<file path="src/sv/ofsp_pkg.sv">
// ----------------------------------------------------------------------------
// ofsp_pkg
// Shared types and constants of the object-file section parser.
// ----------------------------------------------------------------------------
package ofsp_pkg;

    localparam logic [7:0] MARK_CODE_1 = 8'hCA;
    localparam logic [7:0] MARK_CODE_2 = 8'hDE;
    localparam logic [7:0] MARK_DATA_1 = 8'hDA;
    localparam logic [7:0] MARK_DATA_2 = 8'hDA;
    localparam logic [7:0] MARK_SYM_1  = 8'hC3;
    localparam logic [7:0] MARK_SYM_2  = 8'hB7;

    localparam logic [1:0] KIND_CODE   = 2'd0;
    localparam logic [1:0] KIND_DATA   = 2'd1;
    localparam logic [1:0] KIND_SYMBOL = 2'd2;

    localparam logic [1:0] REC_CODE_WORD   = 2'd0;
    localparam logic [1:0] REC_DATA_WORD   = 2'd1;
    localparam logic [1:0] REC_LABEL_START = 2'd2;
    localparam logic [1:0] REC_LABEL_BYTE  = 2'd3;

    typedef enum logic [3:0] {
        PH_SCAN     = 4'd0,
        PH_MARK2    = 4'd1,
        PH_ADDR_HI  = 4'd2,
        PH_ADDR_LO  = 4'd3,
        PH_COUNT_HI = 4'd4,
        PH_COUNT_LO = 4'd5,
        PH_WORD_HI  = 4'd6,
        PH_WORD_LO  = 4'd7,
        PH_LABEL    = 4'd8
    } phase_t;

    typedef enum logic [1:0] {
        OP_SET_ADDR    = 2'd0,
        OP_WORD        = 2'd1,
        OP_LABEL_START = 2'd2,
        OP_LABEL_BYTE  = 2'd3
    } op_t;

    typedef struct packed {
        logic [7:0] byte_value;
        logic       file_end;
    } src_word_t;

    typedef struct packed {
        logic [1:0]  record_kind;
        logic [15:0] target_address;
        logic [15:0] record_value;
        logic        section_last;
    } rec_word_t;

    // front -> back command
    typedef struct packed {
        op_t         op;
        logic [1:0]  kind;
        logic [15:0] value;
        logic        last;
    } cmd_t;

endpackage

</file>
<file path="src/sv/ofsp_front.sv">
// ----------------------------------------------------------------------------
// ofsp_front
// Byte classifier: tracks section marks, headers and counts, and issues
// address and record commands to the back end.
// ----------------------------------------------------------------------------
module ofsp_front
    import ofsp_pkg::*;
(
    input  logic      clk,
    input  logic      rst_n,
    input  logic      take,
    input  src_word_t word,
    output logic      push,
    output cmd_t      cmd
);

    phase_t      phase_reg, phase_next;
    logic [1:0]  kind_reg, kind_next;
    logic [15:0] count_reg, count_next;
    logic [7:0]  held_reg, held_next;
    logic [15:0] joined;
    logic [7:0]  want;

    assign joined = {held_reg, word.byte_value};

    always_comb
    begin
        unique case (kind_reg)
            KIND_CODE: want = MARK_CODE_2;
            KIND_DATA: want = MARK_DATA_2;
            default:   want = MARK_SYM_2;
        endcase
    end

    always_ff @(posedge clk or negedge rst_n)
    begin
        if (!rst_n)
        begin
            phase_reg <= PH_SCAN;
            kind_reg  <= KIND_CODE;
            count_reg <= '0;
            held_reg  <= '0;
        end
        else
        begin
            phase_reg <= phase_next;
            kind_reg  <= kind_next;
            count_reg <= count_next;
            held_reg  <= held_next;
        end
    end

    always_comb
    begin
        phase_next = phase_reg;
        kind_next  = kind_reg;
        count_next = count_reg;
        held_next  = held_reg;
        push       = 1'b0;
        cmd.op     = OP_SET_ADDR;
        cmd.kind   = kind_reg;
        cmd.value  = joined;
        cmd.last   = 1'b0;
        if (take)
        begin
            unique case (phase_reg)
                PH_MARK2:
                begin
                    phase_next = (word.byte_value == want) ? PH_ADDR_HI : PH_SCAN;
                end
                PH_ADDR_HI, PH_COUNT_HI, PH_WORD_HI:
                begin
                    held_next = word.byte_value;
                    unique case (phase_reg)
                        PH_ADDR_HI:  phase_next = PH_ADDR_LO;
                        PH_COUNT_HI: phase_next = PH_COUNT_LO;
                        default:     phase_next = PH_WORD_LO;
                    endcase
                end
                PH_ADDR_LO:
                begin
                    push       = 1'b1;
                    cmd.op     = OP_SET_ADDR;
                    phase_next = PH_COUNT_HI;
                end
                PH_COUNT_LO:
                begin
                    count_next = joined;
                    if (kind_reg == KIND_SYMBOL)
                    begin
                        push       = 1'b1;
                        cmd.op     = OP_LABEL_START;
                        cmd.value  = '0;
                        cmd.last   = (joined == '0);
                        phase_next = (joined == '0) ? PH_SCAN : PH_LABEL;
                    end
                    else
                    begin
                        phase_next = (joined == '0) ? PH_SCAN : PH_WORD_HI;
                    end
                end
                PH_WORD_LO:
                begin
                    push       = 1'b1;
                    cmd.op     = OP_WORD;
                    cmd.last   = (count_reg == 16'd1);
                    count_next = count_reg - 16'd1;
                    phase_next = (count_reg == 16'd1) ? PH_SCAN : PH_WORD_HI;
                end
                PH_LABEL:
                begin
                    push       = 1'b1;
                    cmd.op     = OP_LABEL_BYTE;
                    cmd.value  = {8'd0, word.byte_value};
                    cmd.last   = (count_reg == 16'd1);
                    count_next = count_reg - 16'd1;
                    phase_next = (count_reg == 16'd1) ? PH_SCAN : PH_LABEL;
                end
                default:
                begin
                    priority if (word.byte_value == MARK_CODE_1)
                    begin
                        kind_next  = KIND_CODE;
                        phase_next = PH_MARK2;
                    end
                    else if (word.byte_value == MARK_DATA_1)
                    begin
                        kind_next  = KIND_DATA;
                        phase_next = PH_MARK2;
                    end
                    else if (word.byte_value == MARK_SYM_1)
                    begin
                        kind_next  = KIND_SYMBOL;
                        phase_next = PH_MARK2;
                    end
                    else
                    begin
                        phase_next = PH_SCAN;
                    end
                end
            endcase
            if (word.file_end)
            begin
                phase_next = PH_SCAN;
            end
        end
    end

endmodule

</file>
<file path="src/sv/ofsp_queue.sv">
// ----------------------------------------------------------------------------
// ofsp_queue
// Two-entry command queue between front and back end.
// ----------------------------------------------------------------------------
module ofsp_queue
    import ofsp_pkg::*;
(
    input  logic clk,
    input  logic rst_n,
    input  logic push,
    input  cmd_t push_cmd,
    output logic full,
    input  logic pop,
    output logic empty,
    output cmd_t head
);

    cmd_t       slot_reg [2];
    logic       wr_ptr_reg;
    logic       rd_ptr_reg;
    logic [1:0] count_reg, count_next;

    assign full  = (count_reg == 2'd2);
    assign empty = (count_reg == 2'd0);
    assign head  = slot_reg[rd_ptr_reg];

    always_comb
    begin
        count_next = count_reg;
        if (push && !pop)
        begin
            count_next = count_reg + 2'd1;
        end
        else if (pop && !push)
        begin
            count_next = count_reg - 2'd1;
        end
    end

    always_ff @(posedge clk)
    begin
        if (push)
        begin
            slot_reg[wr_ptr_reg] <= push_cmd;
        end
    end

    always_ff @(posedge clk or negedge rst_n)
    begin
        if (!rst_n)
        begin
            wr_ptr_reg <= 1'b0;
            rd_ptr_reg <= 1'b0;
            count_reg  <= '0;
        end
        else
        begin
            if (push)
            begin
                wr_ptr_reg <= ~wr_ptr_reg;
            end
            if (pop)
            begin
                rd_ptr_reg <= ~rd_ptr_reg;
            end
            count_reg <= count_next;
        end
    end

endmodule

</file>
<file path="src/sv/ofsp_back.sv">
// ----------------------------------------------------------------------------
// ofsp_back
// Record builder: keeps the running address and drives the output register.
// ----------------------------------------------------------------------------
module ofsp_back
    import ofsp_pkg::*;
(
    input  logic      clk,
    input  logic      rst_n,
    input  logic      empty,
    input  cmd_t      head,
    output logic      pop,
    output logic      rec_valid,
    input  logic      rec_stall,
    output rec_word_t rec_word
);

    logic        valid_reg, valid_next;
    rec_word_t   word_reg, word_next;
    logic [15:0] addr_reg, addr_next;
    logic        load;

    assign load      = !valid_reg || !rec_stall;
    assign pop       = load && !empty;
    assign rec_valid = valid_reg;
    assign rec_word  = word_reg;

    always_comb
    begin
        valid_next = valid_reg;
        word_next  = word_reg;
        addr_next  = addr_reg;
        if (load)
        begin
            valid_next = 1'b0;
            if (!empty)
            begin
                word_next.target_address = addr_reg;
                word_next.record_value   = head.value;
                word_next.section_last   = head.last;
                word_next.record_kind    = REC_LABEL_BYTE;
                unique case (head.op)
                    OP_SET_ADDR:
                    begin
                        addr_next = head.value;
                    end
                    OP_WORD:
                    begin
                        valid_next            = 1'b1;
                        word_next.record_kind = head.kind;
                        addr_next             = addr_reg + 16'd1;
                    end
                    OP_LABEL_START:
                    begin
                        valid_next            = 1'b1;
                        word_next.record_kind = REC_LABEL_START;
                    end
                    OP_LABEL_BYTE:
                    begin
                        valid_next = 1'b1;
                    end
                endcase
            end
        end
    end

    always_ff @(posedge clk)
    begin
        word_reg <= word_next;
    end

    always_ff @(posedge clk or negedge rst_n)
    begin
        if (!rst_n)
        begin
            valid_reg <= 1'b0;
            addr_reg  <= '0;
        end
        else
        begin
            valid_reg <= valid_next;
            addr_reg  <= addr_next;
        end
    end

endmodule

</file>
<file path="src/sv/object_file_section_parser_top.sv">
// ----------------------------------------------------------------------------
// object_file_section_parser_top
// Object-file byte stream to memory/label records.
//
//   channel | word        | fields
//   --------+-------------+----------------------------------------------
//   src     | src_word_t  | byte_value, file_end
//   rec     | rec_word_t  | record_kind, target_address, record_value,
//           |             | section_last
//
// One byte per cycle unless src stalls; a record passes a queue slot and then
// the output register. The front takes bytes while the two-entry queue has
// room; the back drains one command per cycle, unless a stalled record waits,
// into the address or the output register. Reset returns the parser to
// scanning with address and count cleared. A rec stall with a record waiting
// fills the queue, then stalls src; until then, bytes making no command pass.
// ----------------------------------------------------------------------------
module object_file_section_parser_top
    import ofsp_pkg::*;
(
    input  logic      clk,
    input  logic      rst_n,
    input  logic      src_valid,
    output logic      src_stall,
    input  src_word_t src_word,
    output logic      rec_valid,
    input  logic      rec_stall,
    output rec_word_t rec_word
);

    logic take;
    logic push;
    cmd_t push_cmd;
    logic full;
    logic empty;
    logic pop;
    cmd_t head;

    assign src_stall = full;
    assign take      = src_valid && !full;

    ofsp_front u_front (
        .clk   (clk),
        .rst_n (rst_n),
        .take  (take),
        .word  (src_word),
        .push  (push),
        .cmd   (push_cmd)
    );

    ofsp_queue u_queue (
        .clk      (clk),
        .rst_n    (rst_n),
        .push     (push),
        .push_cmd (push_cmd),
        .full     (full),
        .pop      (pop),
        .empty    (empty),
        .head     (head)
    );

    ofsp_back u_back (
        .clk       (clk),
        .rst_n     (rst_n),
        .empty     (empty),
        .head      (head),
        .pop       (pop),
        .rec_valid (rec_valid),
        .rec_stall (rec_stall),
        .rec_word  (rec_word)
    );

endmodule

</file>
<file path="config.mk">
export PLATFORM = sky130hd
export DESIGN_NAME = object_file_section_parser_top
export DESIGN_NICKNAME = d
export VERILOG_FILES = /design/src/sv/ofsp_pkg.sv /design/src/sv/ofsp_front.sv /design/src/sv/ofsp_queue.sv /design/src/sv/ofsp_back.sv /design/src/sv/object_file_section_parser_top.sv
export SDC_FILE = /design/constraint.sdc
export NUM_CORES = 1
export LEC_CHECK = 0
export BUFFER_PORTS_ARGS = -buffer_cell sky130_fd_sc_hd__buf_2
export CAP_MARGIN = 30
export CORE_MARGIN = 10
export CORE_UTILIZATION = 43
export CTS_CLUSTER_SIZE = 14
export DETAILED_ROUTE_END_ITERATION = 7
export MAX_ROUTING_LAYER = met4
export PLACE_DENSITY = 0.67
export SLEW_MARGIN = 20
export SYNTH_ARGS = -nofsm -noshare
export SYNTH_HDL_FRONTEND = slang
export SYNTH_SLANG_ARGS = --single-unit
</file>
<file path="constraint.sdc">
create_clock -name clk -period 5.5 [get_ports clk]
set_input_delay 0.55 -clock clk [delete_from_list [all_inputs] [get_ports clk]]
set_output_delay 0.55 -clock clk [all_outputs]
set_load 0.01 [all_outputs]
</file>
==> results of run 1 <==
cells in the final DEF, fill, tap and decap left out, types with 5 or more instances in the layout:
| master | count |
|---|---|
| a21oi_1 | 23 |
| a31oi_1 | 7 |
| and2_1 | 12 |
| and3_1 | 8 |
| buf_2 | 49 |
| buf_4 | 8 |
| clkbuf_16 | 17 |
| dfrtp_1 | 51 |
| edfxtp_1 | 77 |
| ha_1 | 7 |
| inv_1 | 16 |
| mux2_2 | 26 |
| mux2i_1 | 12 |
| nand2_1 | 24 |
| nand3_1 | 20 |
| nand4_1 | 16 |
| nand4b_1 | 7 |
| nor2_1 | 15 |
| nor2b_1 | 10 |
| nor3_1 | 15 |
| nor4_1 | 10 |
| o211ai_1 | 5 |
| o21ai_0 | 20 |
| o22a_1 | 6 |
| o22ai_1 | 12 |
logic make-up (layout without fill, tap and decap cells):
family,Yosys count,count (layout)
xor+xnor,6,6
buf+inv,41,106
simple gates,164,164
flops,128,128
mux,38,38
compound gates,113,113
fa+ha+maj,7,7
final cells by class:
type | count | area [um^2] | share of cell area [%]
Inverter | 16 | 60.06 | 0.8509
Multi-Input combinational cell | 328 | 2323 | 32.92
Clock buffer | 21 | 450.4 | 6.382
Tap cell | 180 | 225.2 | 3.191
Clock inverter | 11 | 90.09 | 1.276
Timing Repair Buffer | 58 | 320.3 | 4.538
Sequential cell | 128 | 3588 | 50.84
path summary, 6_finish.rpt:
| check | slack [ps] | endpoint | startpoint |
|---|---|---|---|
| max | 2730 | u_back.addr_reg[6] | u_queue.rd_ptr_reg |
| min | 280 | u_front.count_reg[6] | rst_n |
| max reg2reg | 2730 | u_back.addr_reg[6] | u_queue.rd_ptr_reg |
| min reg2reg | 480 | u_queue.wr_ptr_reg | u_queue.wr_ptr_reg |
| max in group asynchronous | 4760 | u_back.addr_reg[15] | rst_n |
| min in group clk | 420 | u_back.rec_valid | rec_stall |
power breakdown:
part           internal, mW  switching (mW)  total [mW]
combinational         0.406           0.516       0.922
sequential             1.39           0.286        1.67
clock                 0.627           0.392        1.02
total                  2.42            1.19        3.61
layer usage:
metal / track usage, % / routed length, um
met2: 21.68 / 6464
met4: 5.327 / 220
met5: - / 0
met3: 4.692 / 843
met1: 18.26 / 6208
per-stage QoR:
| stage | instances | hold slack (ps) | worst slack, ps | utilization [%] |
|---|---|---|---|---|
| 4_1_cts | 740 | 286.6 | 2634 | 50.88 |
| 5_1_grt | 742 | 324.6 | 2478 | 51.05 |
| 6_report | 742 | 279.6 | 2727 | 51.05 |
| 3_5_place_dp | 708 | 474.9 | 2653 | 46.97 |
| 2_1_floorplan | 497 | 254.4 | 2779 | - |
| 3_3_place_gp | 708 | 479.2 | 2752 | 46.97 |
==> results_dict.tcl, run 1 <==
set metrics [dict create \
    status "completed" \
    clk_pin_slew_worst_paths_ps 60 \
    synth_top_area_cell "edfxtp_1" \
    crit_buf_inv 3 \
    synth-simple-area-share_pct 16.02 \
    cp-start-kind "flop" \
    yosys-top-cells-count "edfxtp_1 (77), dfrtp_1 (51), mux2_2 (26)" \
    crit_path_frequent_cell "inv_1" \
    core_mm2 0.01383 \
    io_pins 50 \
    cp.arrival_ps 3040 \
    cp.depth 8 \
    synth_top_family_by_area "simple AND/OR/NAND/NOR gates" \
    setup_tns_ps 0 \
    track_usage_pct 14.59 \
    synth_compound_area_share_pct 12.87 \
    synth_most_common_cell "edfxtp_1" \
    min_path_type "input pin to async pin" \
    totalPowerFinal_mw 3.613 \
    syn-cell-area_mm2 0.006067 \
    synthMuxAreaShare_pct 6.806 \
    synthDistinctLibCells 67 \
    grt_pass1_wl_um 22520 \
    rows 43 \
    cts_setup_buffers 0 \
    die_y_um 138.8 \
    cp_cell_sequence "buf_4 > mux2i_1 > inv_1 > ha_1 > inv_1 > nand3_1 > o22ai_1 > a21oi_1" \
    p_leak_nw 2.623 \
    synth-adder-area-share_pct 1.444 \
    fin_skew_ps 8.619 \
    min_period_ps 2773 \
    cts-root-buf "clkbuf_16" \
    max_stage_delay_ps 440 \
    clk_latency_ps 410 \
    path_max_fanout 22 \
    synthCells 497 \
    ir_drop_mv 0.3513 \
    wl_um 13740 \
    cts_resized 0 \
    worst_pin_slew_ps 840.7 \
    drt-wirelength-per-cell_um 18.51 \
    cp.required_ps 5770 \
    synthFlopType "edfxtp_1" \
    die_w_um 138.8 \
    drv_slew 0 \
    htreeDepth 4 \
    drc 0 \
    area_growth_pct 16.33 \
    place_area_mm2 0.006495 \
    critical_path.top_delay_family "buffers and inverters" \
    port_buffers 49 \
    clockBufferDepth 2 \
    drt-initial-drc-count 404 \
    seq_area_frac_synth_pct 59.15 \
    drive_gt1_share_pct 21.89 \
    clkSinkCount 128 \
    viasPerCell 5.845 \
    powerDensity_mw_per_mm2 511.9 \
    hpwl_um 9253 \
    syn_nets 517 \
    rsz0062_at_grt "no" \
    synth-xor-area-share_pct 0.8662 \
    cts_inserted_buffers 17 \
    setup.worst_path.end_class "flop" \
    synth_seq_cells 128 \
    setup_violations 0 \
    final-hold-violation-count 0 \
    synth.area.top_cells "edfxtp_1 (38%), dfrtp_1 (21%), mux2_2 (4.8%)" \
    grt_pass1_vias 4261 \
    antenna_found_initial 0 \
    gr-total-overflow 0 \
    final_area_mm2 0.007058 \
    synthArstFlopShare_pct 39.84 \
    vias 4337 \
    yosys_warnings 0 \
    start_util_pct 43.88 \
    nets 569 \
    max_clock_freq_mhz 360.6 \
    largest_reg_flops 42 \
    n_antenna_cell 0 \
    dieArea_mm2 0.01926 \
    drtAntennaViolNets 0 \
    grt_max_degree 56 \
    drt_pass1_iterations 6 \
    cts_tree "yes" \
    r2r_cells 8 \
    relSlewSlack_pct 43.95 \
    cts_hold_buffers 0 \
    nFillCells 1196 \
    gp_congestion 0.9909 \
    cap_viol_max_count 0 \
    synth_top_area_share_pct 38.11 \
    timing.final.crit_share_pct 50.42 \
    avgSynthCellArea_um2 12.21 \
    synth_edf_count 77 \
    path_class "flop to flop" \
    cp_slowest_cell "ha_1" \
]
(Power assumes the default switching activity.)
==> run 2, diff against run 1 <==
ABC_AREA = 1   (was not set)
PLACE_DENSITY = 0.69   (was 0.67)
clock period = 2.5 ns   (was 5.5 ns; I/O delays follow)
==> results_dict.tcl, run 2 <==
set metrics [dict create \
    synthArstFlopShare_pct 39.84 \
    setup.worst_path.end_class "flop" \
    track_usage_pct 14.59 \
    max_clock_freq_mhz 454.1 \
    nets 755 \
    routed.top_layer "met4" \
    final_cell_mix "nand2_1 (181), nor2_1 (90), edfxtp_1 (77)" \
    rsz0062_at_grt "no" \
    whs_endpoint "u_back.rec_valid" \
    n_antenna_cell 0 \
    wl_um 13470 \
    drt_pass1_iterations 5 \
    cts_resized 0 \
    antenna_found_initial 0 \
    gr-total-overflow 0 \
    rr_endpoint "u_back.addr_reg[11]" \
    synth_seq_cells 128 \
    die_y_um 138.4 \
    area_growth_pct 17.96 \
    place_area_mm2 0.006541 \
    synth_top_area_share_pct 38.36 \
    synthDistinctLibCells 38 \
    dieArea_mm2 0.01915 \
    grt_pass1_wl_um 22290 \
    wl_met3_um 773 \
    cp.arrival_ps 2500 \
    core_mm2 0.01383 \
    cp-start-kind "flop" \
    status "completed" \
    viasPerCell 5.121 \
    io_pins 50 \
    gp_congestion 0.8943 \
    timing.final.crit_share_pct 88.08 \
    clkSinkCount 128 \
    rows 43 \
    worstReg2RegStart "u_queue.rd_ptr_reg" \
    start_util_pct 43.59 \
    min_path_type "input pin to flop" \
    final_area_mm2 0.007109 \
    nFillCells 1252 \
    synthFlopType "edfxtp_1" \
    grt_pass1_vias 4588 \
    p_sw_mw 2.507 \
    drt-wirelength-per-cell_um 14.54 \
    final-hold-violation-count 0 \
    die_w_um 138.4 \
    port_buffers 49 \
    regArea_mm2 0.003588 \
    synth_edf_count 77 \
    htreeDepth 4 \
    drive_gt1_share_pct 13.14 \
    largest_reg_flops 42 \
    power.share.clock_pct 30.9 \
    path_max_fanout 8 \
    path_class "flop to flop" \
    grt_max_degree 52 \
    synth_top_area_cell "edfxtp_1" \
    powerDensity_mw_per_mm2 1077 \
    min_path_cells 3 \
    drv_slew 0 \
    cp.required_ps 2800 \
    worst_pin_slew_ps 541.0 \
    ir_drop_mv 0.5444 \
    avgSynthCellArea_um2 9.022 \
    synth_most_common_cell "nand2_1" \
    setup_tns_ps 0 \
    clockBufferDepth 2 \
    r2r_cells 10 \
    seq_area_frac_synth_pct 59.54 \
    power_frac_comb_pct 27.1 \
    setup_violations 0 \
    drt-initial-drc-count 470 \
    cts-root-buf "clkbuf_16" \
    synthCells 668 \
    power.internal_mw 5.149 \
    clk_latency_ps 420 \
    vias 4742 \
    min_from "rec_stall" \
    drtAntennaViolNets 0 \
    fin_skew_ps 7.321 \
    yosys_warnings 0 \
    syn_nets 688 \
    p_seq_share_pct 42.0 \
    p_sw_share_pct 32.75 \
    hpwl_um 9672 \
    final_common_cell "nand2_1" \
    met2WireLength_um 6363 \
    relSlewSlack_pct 63.93 \
    multi_input_area_mm2 0.002097 \
    yosys-top-cells-count "nand2_1 (181), nor2_1 (90), edfxtp_1 (77)" \
    rrSetupSlack_ps 300 \
    cap_viol_max_count 0 \
    totalPowerFinal_mw 7.656 \
    cts_inserted_buffers 17 \
    m1WireLength_um 6101 \
    cts_tree "yes" \
    min_period_ps 2202 \
    syn-cell-area_mm2 0.006027 \
    p_leak_nw 3.158 \
    post-route-util_pct 51.42 \
    clk_pin_slew_worst_paths_ps 50 \
    drc 0 \
    synth.area.top_cells "edfxtp_1 (38%), dfrtp_1 (21%), nand2_1 (11%)" \
]
[run 2: cell count changes after synthesis, moves of 9 or more]
cell     before  now
nand2_1      24  181
nor2_1       15   90
inv_1        16   71
o21ai_0      20   48
mux2_2       26    0
nand3_1      20   40
o21ai_1       1   16
and2_1       12    1
mux2i_1      12    2
nor2b_1      10    0
nor4_1       10    0
nand4_1      16    7
o22ai_1      12    3
[run 2: cell families (layout without fill, tap and decap cells)]
kind of cell	Yosys count	after routing	share of synthesized area, %
AOI/OAI and AO/OA	94	94	8.470
xor gates and xnor gates	10	10	1.453
adders and majority gates	7	7	1.453
buffers and inverters	89	167	5.854
DFF	128	128	59.54
muxes	2	2	0.3322
and+or+nand+nor	338	338	22.90
[run 2: critical path, stage by stage (launching register included)]
cell	delay (ps)
dfrtp_1	480
inv_2	90
or2_1	230
o21ai_2	100
ha_1	210
clkinv_1	200
nor3_1	300
nand2_1	100
o21ai_0	160
nand2_1	60
and2_1	150
[run 2: stage by stage]
stage	std cells	setup WS [ps]	hold slack (ps)
2_1_floorplan	668	49.21	-45.59
3_3_place_gp	895	399.9	270.6
3_5_place_dp	895	335.1	275.0
4_1_cts	926	311.2	77.04
5_1_grt	926	68.72	124.8
6_report	926	297.9	86.51
[run 2: timing repair]
item                       4_1_cts  5_1_grt
setup buffers                    0        0
hold buffers                     1        0
hold endpoints to repair        51        0
setup endpoints to repair        0        0
[run 2: worst max-delay path by stage]
stage                             from              endpoint  slack (ps)  cells past startpoint
floorplan             u_back.rec_valid  u_queue.count_reg[1]          50                      6
global placement    u_queue.rd_ptr_reg   u_back.addr_reg[11]         400                     10
detailed placement  u_queue.rd_ptr_reg   u_back.addr_reg[11]         340                     10
CTS                 u_queue.rd_ptr_reg   u_back.addr_reg[11]         310                     10
global route        u_queue.rd_ptr_reg   u_back.addr_reg[11]          70                     11
finish              u_queue.rd_ptr_reg   u_back.addr_reg[11]         300                     10
[run 2: area by class of cell]
type,count,area share [%]
Sequential cell,128,50.48
Multi-Input combinational cell,451,29.50
Clock buffer,20,6.142
Timing Repair Buffer,62,5.033
Inverter,75,3.977
Tap cell,180,3.168
Clock inverter,10,1.707
[run 2: power groups by stage]
stage	Combinational [mW]	Sequential, mW	Clock [mW]
3_3_place_gp	2.05	3.23	0
5_1_grt	2.35	3.28	2.51
2_1_floorplan	1.24	3.35	0
3_5_place_dp	2.08	3.25	0
6_report	2.08	3.21	2.37
4_1_cts	2.09	3.21	2.41
[run 2: routing by layer]
layer  up-vias  track usage, %
met5         -               -
met4         0           5.549
met3        19           4.521
met2       157           22.67
met1      2236           17.46
li1       2330               -
==> run 3, diff against run 2 <==
ABC_AREA = not set   (was 1)
==> results_dict.tcl, run 3 (synthesis results as in run 1) <==
set metrics [dict create \
    relSlewSlack_pct 54.05 \
    area_growth_pct 19.41 \
    cap_viol_max_count 0 \
    final_cell_mix "edfxtp_1 (77), dfrtp_1 (51), buf_2 (49)" \
    cp.required_ps 2620 \
    core_mm2 0.01383 \
    p_sw_share_pct 32.40 \
    start_util_pct 43.88 \
    worst_pin_slew_ps 686.8 \
    regArea_mm2 0.003588 \
    cts_inserted_buffers 17 \
    n_antenna_cell 0 \
    grt_max_degree 26 \
    final-hold-violation-count 0 \
    multi_input_area_mm2 0.002326 \
    cts-root-buf "clkbuf_16" \
    timing.final.crit_share_pct 88.25 \
    drv_slew 0 \
    cp-start-kind "flop" \
    p_leak_nw 2.726 \
    clk_latency_ps 420 \
    path_max_fanout 21 \
    grt_pass1_vias 4309 \
    clkSinkCount 128 \
    drt-initial-drc-count 351 \
    hpwl_um 9931 \
    power_frac_comb_pct 26.0 \
    power.share.clock_pct 29.5 \
    nets 586 \
    final_area_mm2 0.007244 \
    antenna_found_initial 0 \
    cts_tree "yes" \
    drt_pass1_iterations 5 \
    p_sw_mw 2.662 \
    final_common_cell "edfxtp_1" \
    rsz0062_at_grt "no" \
    io_pins 50 \
    rows 43 \
    drtAntennaViolNets 0 \
    grt_pass1_wl_um 22890 \
    place_area_mm2 0.006658 \
    port_buffers 49 \
    clk_pin_slew_worst_paths_ps 60 \
    track_usage_pct 14.88 \
    vias 4407 \
    p_seq_share_pct 44.5 \
    drive_gt1_share_pct 24.05 \
    min_path_type "input pin to flop" \
    whs_ps 99.71 \
    powerDensity_mw_per_mm2 1134 \
    gr-total-overflow 0 \
    status "completed" \
    nFillCells 1192 \
    cp.arrival_ps 2320 \
    ir_drop_mv 0.5867 \
    drt-wirelength-per-cell_um 18.35 \
    layout_setup_ws_ps 293.8 \
    power.internal_mw 5.554 \
    die_w_um 138.8 \
    largest_reg_flops 42 \
    gp_congestion 0.9102 \
    htreeDepth 4 \
    setup.worst_path.end_class "flop" \
    max_clock_freq_mhz 453.3 \
    min_period_ps 2206 \
    drc 0 \
    die_y_um 138.8 \
    cts_resized 0 \
    path_class "flop to flop" \
    clockBufferDepth 2 \
    dieArea_mm2 0.01926 \
    pre_cts_ws_ps 325.3 \
    fin_skew_ps 7.760 \
    viasPerCell 5.814 \
    setup_tns_ps 0 \
    wl_um 13910 \
    setup_violations 0 \
]
run 3: final timing paths:
check / to / cells after the start / slack, ps / startpoint
setup / recovery: u_queue.slot_reg[0][0] / 6 / 290 / u_queue.count_reg[0]
hold / removal: u_back.rec_valid / 3 / 100 / rec_stall
setup reg to reg: u_queue.slot_reg[0][0] / 6 / 290 / u_queue.count_reg[0]
hold reg to reg: u_back.rec_word[32] / 0 / 500 / u_back.addr_reg[15]
max in group asynchronous: u_back.addr_reg[5] / 3 / 1510 / rst_n
min in group asynchronous: u_front.held_reg[1] / 2 / 340 / rst_n
run 3: routing by layer:
| metal | track usage, % | up-vias | routed length, um |
|---|---|---|---|
| met1 | 17.79 | 2162 | 6220 |
| met4 | 5.601 | 0 | 169 |
| met3 | 4.521 | 15 | 794 |
| met2 | 23.23 | 153 | 6723 |
| li1 | - | 2077 | - |
| met5 | - | - | 0 |
run 3: through the flow:
stage                     util [%]  power (mW)  instances
final                        52.39       8.216        758
after global routing         52.39       8.684        758
after CTS                    52.39       8.265        758
after detailed placement     48.15       5.828        726
after global placement       48.15       5.740        726
after floorplan                  -       4.951        497
run 3: what timing repair did:
item / in CTS / in global routing
hold buffers: 1 / 0
endpoints found under the hold margin: 20 / 0
setup buffers: 0 / 0
run 3: final cells by class:
cell class                      count  area share (%)
Tap cell                          180           3.109
Clock inverter                     11           1.934
Clock buffer                       20           6.028
Inverter                           16          0.8290
Timing Repair Buffer               75           6.459
Sequential cell                   128           49.53
Multi-Input combinational cell    328           32.11
run 3: power groups by stage:
stage	Sequential, mW	Clock (mW)	Combinational, mW
2_1_floorplan	3.63	0	1.32
3_3_place_gp	3.64	0	2.10
3_5_place_dp	3.67	0	2.15
4_1_cts	3.64	2.46	2.17
5_1_grt	3.75	2.56	2.37
6_report	3.65	2.42	2.14
run 3: worst max-delay path: stages (launching register included):
cell and delay [ps]:
dfrtp_1 470, nand2b_1 290, inv_1 160, nor2_1 310, o21a_1 270, nor2b_2 210, buf_12 190
